`config.mk`:
```
export PLATFORM = sky130hd
export DESIGN_NAME = led_bitplane_transposer_core
export DESIGN_NICKNAME = d
export VERILOG_FILES = /design/src/rtl/bpt_pkg.sv /design/src/rtl/bpt_accum.sv /design/src/rtl/bpt_drain.sv /design/src/rtl/led_bitplane_transposer_core.sv
export SDC_FILE = /design/constraint.sdc
export NUM_CORES = 2
export LEC_CHECK = 0
export BUFFER_PORTS_ARGS = -buffer_cell sky130_fd_sc_hd__buf_2
export CORE_ASPECT_RATIO = 1.5
export CORE_MARGIN = 5
export CORE_UTILIZATION = 45
export DETAILED_ROUTE_END_ITERATION = 16
export PLACE_DENSITY_LB_ADDON = 0.2
export SLEW_MARGIN = 20
export SYNTH_ARGS = -nofsm -noshare
export SYNTH_HDL_FRONTEND = slang
export SYNTH_HIERARCHICAL = 1
export SYNTH_SLANG_ARGS = --single-unit
```
`constraint.sdc`:
```
create_clock -name clk_i -period 16.8 [get_ports clk_i]
set_input_delay 2.52 -clock clk_i [delete_from_list [all_inputs] [get_ports clk_i]]
set_output_delay 2.52 -clock clk_i [all_outputs]
set_load 0.005 [all_outputs]
```
`src/rtl/bpt_pkg.sv`:
```
`timescale 1ns / 1ps

package bpt_pkg;

  // fixed field widths
  localparam int LaneFieldW = 5;
  localparam int ByteW      = 8;
  localparam int WordW      = 32;
  localparam int PlaneIdxW  = 5;
  localparam int PackedW    = 24;

  typedef struct packed {
    logic [LaneFieldW-1:0] lane;
    logic [ByteW-1:0]      red;
    logic [ByteW-1:0]      green;
    logic [ByteW-1:0]      blue;
    logic                  end_of_group;
  } in_item_t;

  typedef struct packed {
    logic [WordW-1:0]     plane_word;
    logic [PlaneIdxW-1:0] plane_index;
    logic                 last;
  } out_item_t;

endpackage

```
`src/rtl/bpt_accum.sv`:
```
`timescale 1ns / 1ps

module bpt_accum #(
  parameter int LANES      = 32,
  parameter int COLOR_BITS = 24
) (
  input  logic                                    clk_i,
  input  logic                                    rst_ni,
  input  logic                                    in_valid_i,
  input  bpt_pkg::in_item_t                       in_data_i,
  output logic                                    in_stall_o,
  input  logic                                    bank_ready_i,
  output logic                                    bank_load_o,
  output logic [COLOR_BITS-1:0][bpt_pkg::WordW-1:0] bank_planes_o
);
  import bpt_pkg::*;

  localparam int AccW = (LANES < WordW) ? LANES : WordW;

  logic [COLOR_BITS-1:0][AccW-1:0] acc_q, acc_d, merged;
  logic [PackedW-1:0]              grb;
  logic [AccW-1:0]                 lane_mask;
  logic                            lane_ok;
  logic                            accept;

  assign grb       = {in_data_i.green, in_data_i.red, in_data_i.blue};
  assign lane_ok   = (32'(in_data_i.lane) < 32'(LANES));
  assign lane_mask = lane_ok ? (AccW'(1) << in_data_i.lane) : '0;

  // a group end can only go once the output bank is free
  assign in_stall_o = in_valid_i && in_data_i.end_of_group && !bank_ready_i;
  assign accept     = in_valid_i && !in_stall_o;

  // plane p carries packed bit COLOR_BITS-1-p, zero above the packed colour
  for (genvar p = 0; p < COLOR_BITS; p++) begin : g_plane
    localparam int Pos = COLOR_BITS - 1 - p;
    if (Pos < PackedW) begin : g_bit
      assign merged[p] = acc_q[p] | (grb[Pos] ? lane_mask : '0);
    end else begin : g_zero
      assign merged[p] = acc_q[p];
    end
    assign bank_planes_o[p] = WordW'(merged[p]);
  end

  assign bank_load_o = accept && in_data_i.end_of_group;

  always_comb begin
    acc_d = acc_q;
    if (accept) begin
      acc_d = in_data_i.end_of_group ? '0 : merged;
    end
  end

  always_ff @(posedge clk_i or negedge rst_ni) begin
    if (!rst_ni) begin
      acc_q <= '0;
    end else begin
      acc_q <= acc_d;
    end
  end

  a_clear_after_group : assert property (@(posedge clk_i) disable iff (!rst_ni)
    bank_load_o |=> (acc_q == '0))
    else $error("accumulator not cleared after group end");

  a_stall_only_on_group_end : assert property (@(posedge clk_i) disable iff (!rst_ni)
    in_stall_o |-> (in_data_i.end_of_group && !bank_ready_i))
    else $error("input stalled without a pending group end");

  a_no_stall_when_ready : assert property (@(posedge clk_i) disable iff (!rst_ni)
    (in_valid_i && bank_ready_i) |-> !in_stall_o)
    else $error("input stalled while bank free");

endmodule

```
`src/rtl/bpt_drain.sv`:
```
`timescale 1ns / 1ps

module bpt_drain #(
  parameter int COLOR_BITS = 24
) (
  input  logic                                      clk_i,
  input  logic                                      rst_ni,
  input  logic                                      bank_load_i,
  input  logic [COLOR_BITS-1:0][bpt_pkg::WordW-1:0] bank_planes_i,
  output logic                                      bank_ready_o,
  output logic                                      out_valid_o,
  output bpt_pkg::out_item_t                        out_data_o,
  input  logic                                      out_stall_i
);
  import bpt_pkg::*;

  localparam int IdxW = $clog2(COLOR_BITS);

  logic [COLOR_BITS-1:0][WordW-1:0] bank_q;
  logic [IdxW-1:0]                  idx_q, idx_d;
  logic                             busy_q, busy_d;
  logic                             at_last;
  logic                             advance;

  assign at_last      = (idx_q == IdxW'(COLOR_BITS - 1));
  assign advance      = busy_q && !out_stall_i;
  // bank may be reloaded in the cycle its final word leaves
  assign bank_ready_o = !busy_q || (advance && at_last);

  assign out_valid_o            = busy_q;
  assign out_data_o.plane_word  = bank_q[idx_q];
  assign out_data_o.plane_index = PlaneIdxW'(idx_q);
  assign out_data_o.last        = at_last;

  always_comb begin
    idx_d  = idx_q;
    busy_d = busy_q;
    if (bank_load_i) begin
      idx_d  = '0;
      busy_d = 1'b1;
    end else if (advance) begin
      if (at_last) begin
        busy_d = 1'b0;
        idx_d  = '0;
      end else begin
        idx_d = idx_q + IdxW'(1);
      end
    end
  end

  always_ff @(posedge clk_i or negedge rst_ni) begin
    if (!rst_ni) begin
      idx_q  <= '0;
      busy_q <= 1'b0;
    end else begin
      idx_q  <= idx_d;
      busy_q <= busy_d;
    end
  end

  always_ff @(posedge clk_i) begin
    if (bank_load_i) begin
      bank_q <= bank_planes_i;
    end
  end

  a_idx_in_range : assert property (@(posedge clk_i) disable iff (!rst_ni)
    busy_q |-> (idx_q <= IdxW'(COLOR_BITS - 1)))
    else $error("plane index out of range");

  a_load_only_when_ready : assert property (@(posedge clk_i) disable iff (!rst_ni)
    bank_load_i |-> bank_ready_o)
    else $error("bank overwritten while draining");

  a_restart_after_last : assert property (@(posedge clk_i) disable iff (!rst_ni)
    (advance && at_last) |=> (!busy_q || idx_q == '0))
    else $error("drain did not restart at plane zero");

  a_step_by_one : assert property (@(posedge clk_i) disable iff (!rst_ni)
    (advance && !at_last && !bank_load_i) |=> (idx_q == $past(idx_q) + IdxW'(1)))
    else $error("plane index skipped");

endmodule

```
`src/rtl/led_bitplane_transposer_core.sv`:
```
`timescale 1ns / 1ps

// channel  | direction | handshake            | payload
// ---------+-----------+----------------------+--------------------------------
// in       | in        | in_valid_i/in_stall_o | in_data_i  (lane, rgb, group end)
// out      | out       | out_valid_o/out_stall_i | out_data_o (plane word, index, last)
//
// one input transaction is taken per cycle while in is not stalled; its colour
// bits are merged into the plane accumulator in the same cycle
// a group end copies the merged planes into the output bank register and
// the bank then sends COLOR_BITS plane words, one per cycle while out is not stalled
// input is only stalled by a group end arriving while the bank still holds
// words to send; the bank frees in the cycle its last word is taken
// reset clears the accumulator and empties the bank; no clearing pass

module led_bitplane_transposer_core #(
  parameter int LANES      = 32,
  parameter int COLOR_BITS = 24
) (
  input  logic                clk_i,
  input  logic                rst_ni,
  input  logic                in_valid_i,
  input  bpt_pkg::in_item_t   in_data_i,
  output logic                in_stall_o,
  output logic                out_valid_o,
  output bpt_pkg::out_item_t  out_data_o,
  input  logic                out_stall_i
);
  import bpt_pkg::*;

  // merged planes handed from the accumulator to the output bank
  logic [COLOR_BITS-1:0][WordW-1:0] bank_planes;
  logic                             bank_load;
  logic                             bank_ready;

  // lane merge and group-end hand-off
  bpt_accum #(
    .LANES      (LANES),
    .COLOR_BITS (COLOR_BITS)
  ) u_accum (
    .clk_i         (clk_i),
    .rst_ni        (rst_ni),
    .in_valid_i    (in_valid_i),
    .in_data_i     (in_data_i),
    .in_stall_o    (in_stall_o),
    .bank_ready_i  (bank_ready),
    .bank_load_o   (bank_load),
    .bank_planes_o (bank_planes)
  );

  // output bank, sends planes in bit-time order
  bpt_drain #(
    .COLOR_BITS (COLOR_BITS)
  ) u_drain (
    .clk_i         (clk_i),
    .rst_ni        (rst_ni),
    .bank_load_i   (bank_load),
    .bank_planes_i (bank_planes),
    .bank_ready_o  (bank_ready),
    .out_valid_o   (out_valid_o),
    .out_data_o    (out_data_o),
    .out_stall_i   (out_stall_i)
  );

endmodule
```
Yosys cells after proc, flatten, opt, wreduce, memory -nomap -nowiden
Cells that the tools add are included.
- RAM bits: 0
- bits in read-only memories: 0
- bits of input ports: 34
- latch bits: 0
- memories kept: 0
- output and inout port bits: 40
- bits in registers: 1542
- word-level logic and storage cells: 125
- multipliers: 0
- bitwise logic cells: 24
- shifts and indexed selects: 1
- $lt $le $gt $ge: 1
- div/mod/pow operators: 0
- add/subtract/negate cells: 1
- reduce and logical (&&, ||, !) cells: 14
- equality and inequality tests: 1
- multiplexer cells: 33
- operator list (operator ; number):
    $mux 32 ; 25
    $mux 768 ; 1
    $or 32x32->32 ; 24
    $bmux 32 s5 ; 1
    $shl 1x5->32 const A ; 1
    $mux 5 ; 3
    $logic_and 1x1->1 ; 6
    $lt 5x6->1 const B ; 1
    $add 5x1->5 const B ; 1
    $eq 5x5->1 const B ; 1
    $logic_not 1->1 ; 4
    $reduce_bool 2->1 ; 2
    $mux 1 ; 3
    $reduce_and 2->1 ; 1
    $logic_or 1x1->1 ; 1

Logic depth before layout (Yosys ltp)
- word-level depth: 11
- mapped depth: 9
- mapped depth without buffers: 6

Cells and area by module
The synthesis kept the hierarchy.
- by module, submodules not included (module ; area an instance (um2) ; seq. area each (um2) ; times used ; cells each):
    bpt_accum ; 36771.5 ; 19218.4 ; 1 ; 3001
    bpt_drain ; 29843.6 ; 23212.3 ; 1 ; 1518

Worst setup path before layout
OpenSTA, ideal clock, no wires.
- kind: input to register
- from: input out_stall_i
- to: register u_drain/bank_q[0] in the netlist's numbering, enable pin
- stages: 5
- buffers on the path: 2
- data arrival time: 18.145 ns
- library setup time: 1.110 ns
- slack: -2.455 ns
- data required time: 15.690 ns
- cells stage by stage: o21ai_0 -> nand3_1 -> clkbuf_1 -> clkbuf_1 -> inv_1
- cells in the longest elaborated chain, start to end: 9
- ends and longest elaborated chain (item ; line ; RTL):
    from (decl) ; led_bitplane_transposer_core.sv:27 ; input logic out_stall_i
    $logic_not 1->1 ; bpt_drain.sv:26 ; assign advance = busy_q && !out_stall_i;
    $logic_and 1x1->1 ; bpt_drain.sv:26 ;
    $logic_and 1x1->1 ; bpt_drain.sv:28 ; assign bank_ready_o = !busy_q || (advance && at_last);
    $logic_or 1x1->1 ; bpt_drain.sv:28 ;
    $logic_not 1->1 ; bpt_accum.sv:31 ; assign in_stall_o = in_valid_i && in_data_i.end_of_group && !bank_ready_i;
    $logic_and 1x1->1 ; bpt_accum.sv:31 ;
    $logic_not 1->1 ; bpt_accum.sv:32 ; assign accept = in_valid_i && !in_stall_o;
    $logic_and 1x1->1 ; bpt_accum.sv:32 ;
    $logic_and 1x1->1 ; bpt_accum.sv:45 ; assign bank_load_o = accept && in_data_i.end_of_group;
    net bank_load ; led_bitplane_transposer_core.sv:33 ; logic bank_load;
    to (signal assigned) ; bpt_drain.sv:63 ; bank_q <= bank_planes_i;
    to (decl) ; bpt_drain.sv:19 ; logic [COLOR_BITS-1:0][WordW-1:0] bank_q;
The timed path passes the listed nets, and every way through them passes these cells.
A chain may end at the register's enable or synchronous reset.

==> run summary <==
The run finished with clean final reports. Among all flip-flop cells after synthesis, the most frequent one is dfrtp_1. The logs give 4739 for the count of routing violations after the opening detailed-route iteration and 0 for the total setup buffers inserted after CTS. Walking the worst path, the cells encountered are buf_4 > buf_4 > mux4_2 > o211ai_1 > nand3_1 > buf_2. The area growth from synthesis to layout is 8.435%. Detailed placement ended at an HPWL of 134000 um.

TritonCTS built the clock tree. For the number of clock buffers inserted by TritonCTS, the log shows 145. The proportion of synthesized flip-flops having asynchronous set or reset works out to 0.5019. The detailed-route DRC error count is 0. For this run, the post-layout net count is 4314. In this run the mean area of a mapped cell was 14.74 um2. Power spread over the standard cell area amounts to 136.5 nW/um2. The routed wire length per instance was 35.10 um. The met3 track utilization from global routing was 0.05375; the worst hold-check slack was 483.4 ps. For the number of endpoints with negative hold slack in the final report, the log shows 0.

At the worst endpoint, the required time is 14280 ps. Of all cell types, the one taking the most synthesized area is edfxtp_1. For the arrival time of the worst setup path, the log shows 5030 ps.

The final period demand of the worst path works out to 7549 ps. In this run the power spent charging and discharging nets is 2.990 mW. The run gives 0.1836 as the relative slew slack. The internal cell power was 6.868 mW. The count of buffers added on input and output ports is 73. The maximum frequency from static timing analysis came out at 132.5 MHz. Startpoint class of the critical path: a flop. The Yosys step of the flow raised 6 warnings.

The count of cells in the finished layout, fillers not included, comes to 6332. Most crowded layer after global routing: met2. The tools report the capturing element type of the critical path as a primary output.

The insertion delay to the later sink of the worst-skew pair is 800 ps. The critical path in this run is classified as reg -> out. From left edge to right edge, the die measures 324.2 um. Entering global routing, the biggest net connects 205 pins. For the proportion of synthesized chip area in sequential cells, the log shows 0.6370. Among the stages of the critical path, the cell type that occurs most often is buf_4. For the global routing usage on met1, the log shows 0.3558. After floorplanning, the core was divided into 173 placement rows.

Summing over every cut layer, the via total after detailed routing is 43413. For the number of detailed-route iterations in the first pass, the log shows 6. Count of instances resized after the clock tree is built: 0. 74 I/O pins were placed.

The area of the placeable core is 147600 um2. For the fraction of power consumed by the clock network, the log shows 0.336. For this design the static power due to leakage is 28.55 nW. The number of enable-type register cells in the synthesized netlist was 768; the cell area after synthesis was 66620 um2. Effective utilization at floorplan: 0.4512.

The tools report the reported max-cap violation count as 0. For the initial antenna violation count, the log shows 11. In this run the deepest clock path goes through 3 buffers. Synthesis inferred 1542 register bits.

The total global-route track usage was 0.2823. After synthesis, the cell types taking the most area are edfxtp_1, dfrtp_1, a32o_1. The final wirelength is 222200 um. In this run the remaining antenna-violating nets after routing total 0. Setup repair after global routing left no endpoint under its margin. In this run the worst path has a maximum fanout of 48. After clock tree synthesis, the clock-pin slew on the worst setup and hold paths is 70 ps.

On the worst path, the slowest cell contributes a delay of 940 ps. Once routing completed, OpenROAD measured the worst setup slack at 9251 ps. In this run the number of H-tree levels came out at 4.

The worst supply voltage drop on vdd is 0.1115 mV. The tree built by TritonCTS fans out to 1542 sinks. Setup total negative slack on the finished layout was measured at 0 ps. The logs give 6057 for the post-placement cell count and 0.8802 for the placer's final routability congestion estimate. Buffers inserted to repair hold after CTS numbered 0. At the placement stage, the worst setup path has a slack of 9721 ps. For the part of the power in registers, the log shows 0.447.

The area share of the largest cell type after synthesis came out at 0.3462. Path category of the worst min-delay check: reg -> reg. The count of cell types in the netlist was 43; the total congestion overflow was 0.

Die extent in y: 481.2 um. The run gives 0 as the total setup violations reported at the end of the flow. The post-route clock skew came out at 38.54 ps.

The number of global-route vias before repair was 43133. The buffer type at the clock tree root was clkbuf_16. Synthesis handed over a netlist of 4519 instances. The fraction of final layout cells with drive strength greater than 1 was 0.1191. For the pin with the worst max-slew slack, the measured transition is 1225 ps.

The switching portion of total power is 0.3033, and the final number of max-transition violations is 0. Met2 usage in global routing: 0.4608. In the routed layout, each cell is associated on average with a via count of 6.856.

The first global-routing pass estimated 318400 um of wire. The portion of the clock cycle consumed by the worst path in the final layout came out at 0.4494. Synthesis produced a netlist with a net count of 4554. The die covers 156000 um2. The logs give 0.4893 for the core occupancy in the finished layout and 0.217 for the combinational group share of total power.

The library cell contributing the largest single delay on the critical path was buf_4.
## through the flow
step                      instance area [um2]  total power [mW]
after global routing                    72210             10.16
after detailed placement                67510             6.589
after floorplan                         66620             5.729
after CTS                               72210             9.873
final                                   72230             9.858
after global placement                  67500             6.559
## state kept, by name, indices dropped and copies added, names as in the netlist
name,cells
u_accum/acc_q,768
u_drain/bank_q,768
u_drain/idx_q,5
u_drain/out_valid_o,1
## cell usage in the layout, fill, tap and decap left out, types with 3 or more instances in the layout
master and count:
mux2i_1 257, nor2_4 3, o21bai_2 21, o21bai_1 555
a221oi_1 16, edfxtp_1 768, nor3b_4 3, nand2b_1 28
clkinv_1 12, nor2_1 11, and2_1 48, a21oi_1 27
diode_2 9, or3b_4 3, nor2b_4 7, a32o_1 768
o211ai_1 32, a22oi_1 96, mux4_2 64, buf_12 6
a21o_1 192, and3b_1 3, nand3b_1 51, buf_2 70
nor2b_1 49, clkinvlp_4 6, buf_4 96, dfrtp_1 771
clkbuf_16 153, clkbuf_8 19, bufinv_16 7, clkbuf_1 45
nand3_1 107, nand2_1 29, clkinv_2 22, nor3b_2 24
## cell usage after synthesis (3+ instances only)
cell / count
buf_1: 16
or3b_1: 3
nor3b_2: 27
mux2i_1: 257
buf_2: 226
and2_1: 50
nor2_1: 13
o21bai_2: 21
a21o_1: 192
buf_4: 41
or3_1: 3
a22oi_1: 96
nor2b_1: 56
buf_6: 46
dfrtp_1: 774
edfxtp_1: 768
mux4_2: 64
and3b_1: 3
a21oi_1: 27
clkbuf_1: 229
o21bai_1: 555
o211ai_1: 32
nand3b_1: 51
a221oi_1: 16
a32o_1: 768
nand3_1: 108
nand2_1: 29
nand2b_1: 28
## routing by layer
metal  wire length, um  share of wire
met3             17410          0.078
met5                 0              0
met2            107900           0.49
met1             82460           0.37
met4             14460          0.065
## path summary, 6_finish.rpt
kind                       depth (start not counted)          startpoint             endpoint  slack (ps)
setup / recovery                                   6    u_drain/idx_q[0]       out_data_o[36]        9250
hold / removal                                     1  u_accum/acc_q[636]   u_accum/acc_q[636]         480
setup reg to reg                                  10    u_drain/idx_q[1]  u_drain/bank_q[134]       10560
hold reg to reg                                    1  u_accum/acc_q[636]   u_accum/acc_q[636]         480
max in group asynchronous                          3              rst_ni   u_accum/acc_q[284]       12770
min in group asynchronous                          1              rst_ni   u_accum/acc_q[758]        1710
## area by class of cell
cell class	instances	area, um2
antenna	9	22.52
clock buffer	217	4259
clock inverter	49	440.4
fill	12877	75390
inverter	2	11.26
multi-input combinational	2415	21450
sequential	1542	42440
tap	1925	2409
timing repair buffer	173	1206
## logic make-up (layout without fill, tap and decap cells)
kind of cell | count (synthesis) | in the layout | share of synthesized area
simple gates | 382 | 382 | 0.03672
buf+inv | 562 | 441 | 0.04382
other cells | 0 | 9 | 0
xor+xnor | 1 | 1 | 0.0001315
mux | 321 | 321 | 0.06025
flops | 1542 | 1542 | 0.6370
fa+ha+maj | 1 | 1 | 0.0001878
compound gates | 1710 | 1710 | 0.2219
## critical path, delay by kind of cell, from the launching register on
family | cells | cell delay [ps]
simple gates | 1 | 300
mux | 1 | 600
flops | 1 | 920
buf+inv | 3 | 1940
compound gates | 1 | 290
## power groups by stage
stage,Sequential [mW],Combinational [mW],Clock [mW]
after floorplan,4.45,1.28,0
after global placement,4.47,2.09,0
after detailed placement,4.48,2.11,0
after CTS,4.41,2.11,3.36
after global routing,4.43,2.22,3.51
final,4.40,2.14,3.32
(Power assumes the default switching activity.)
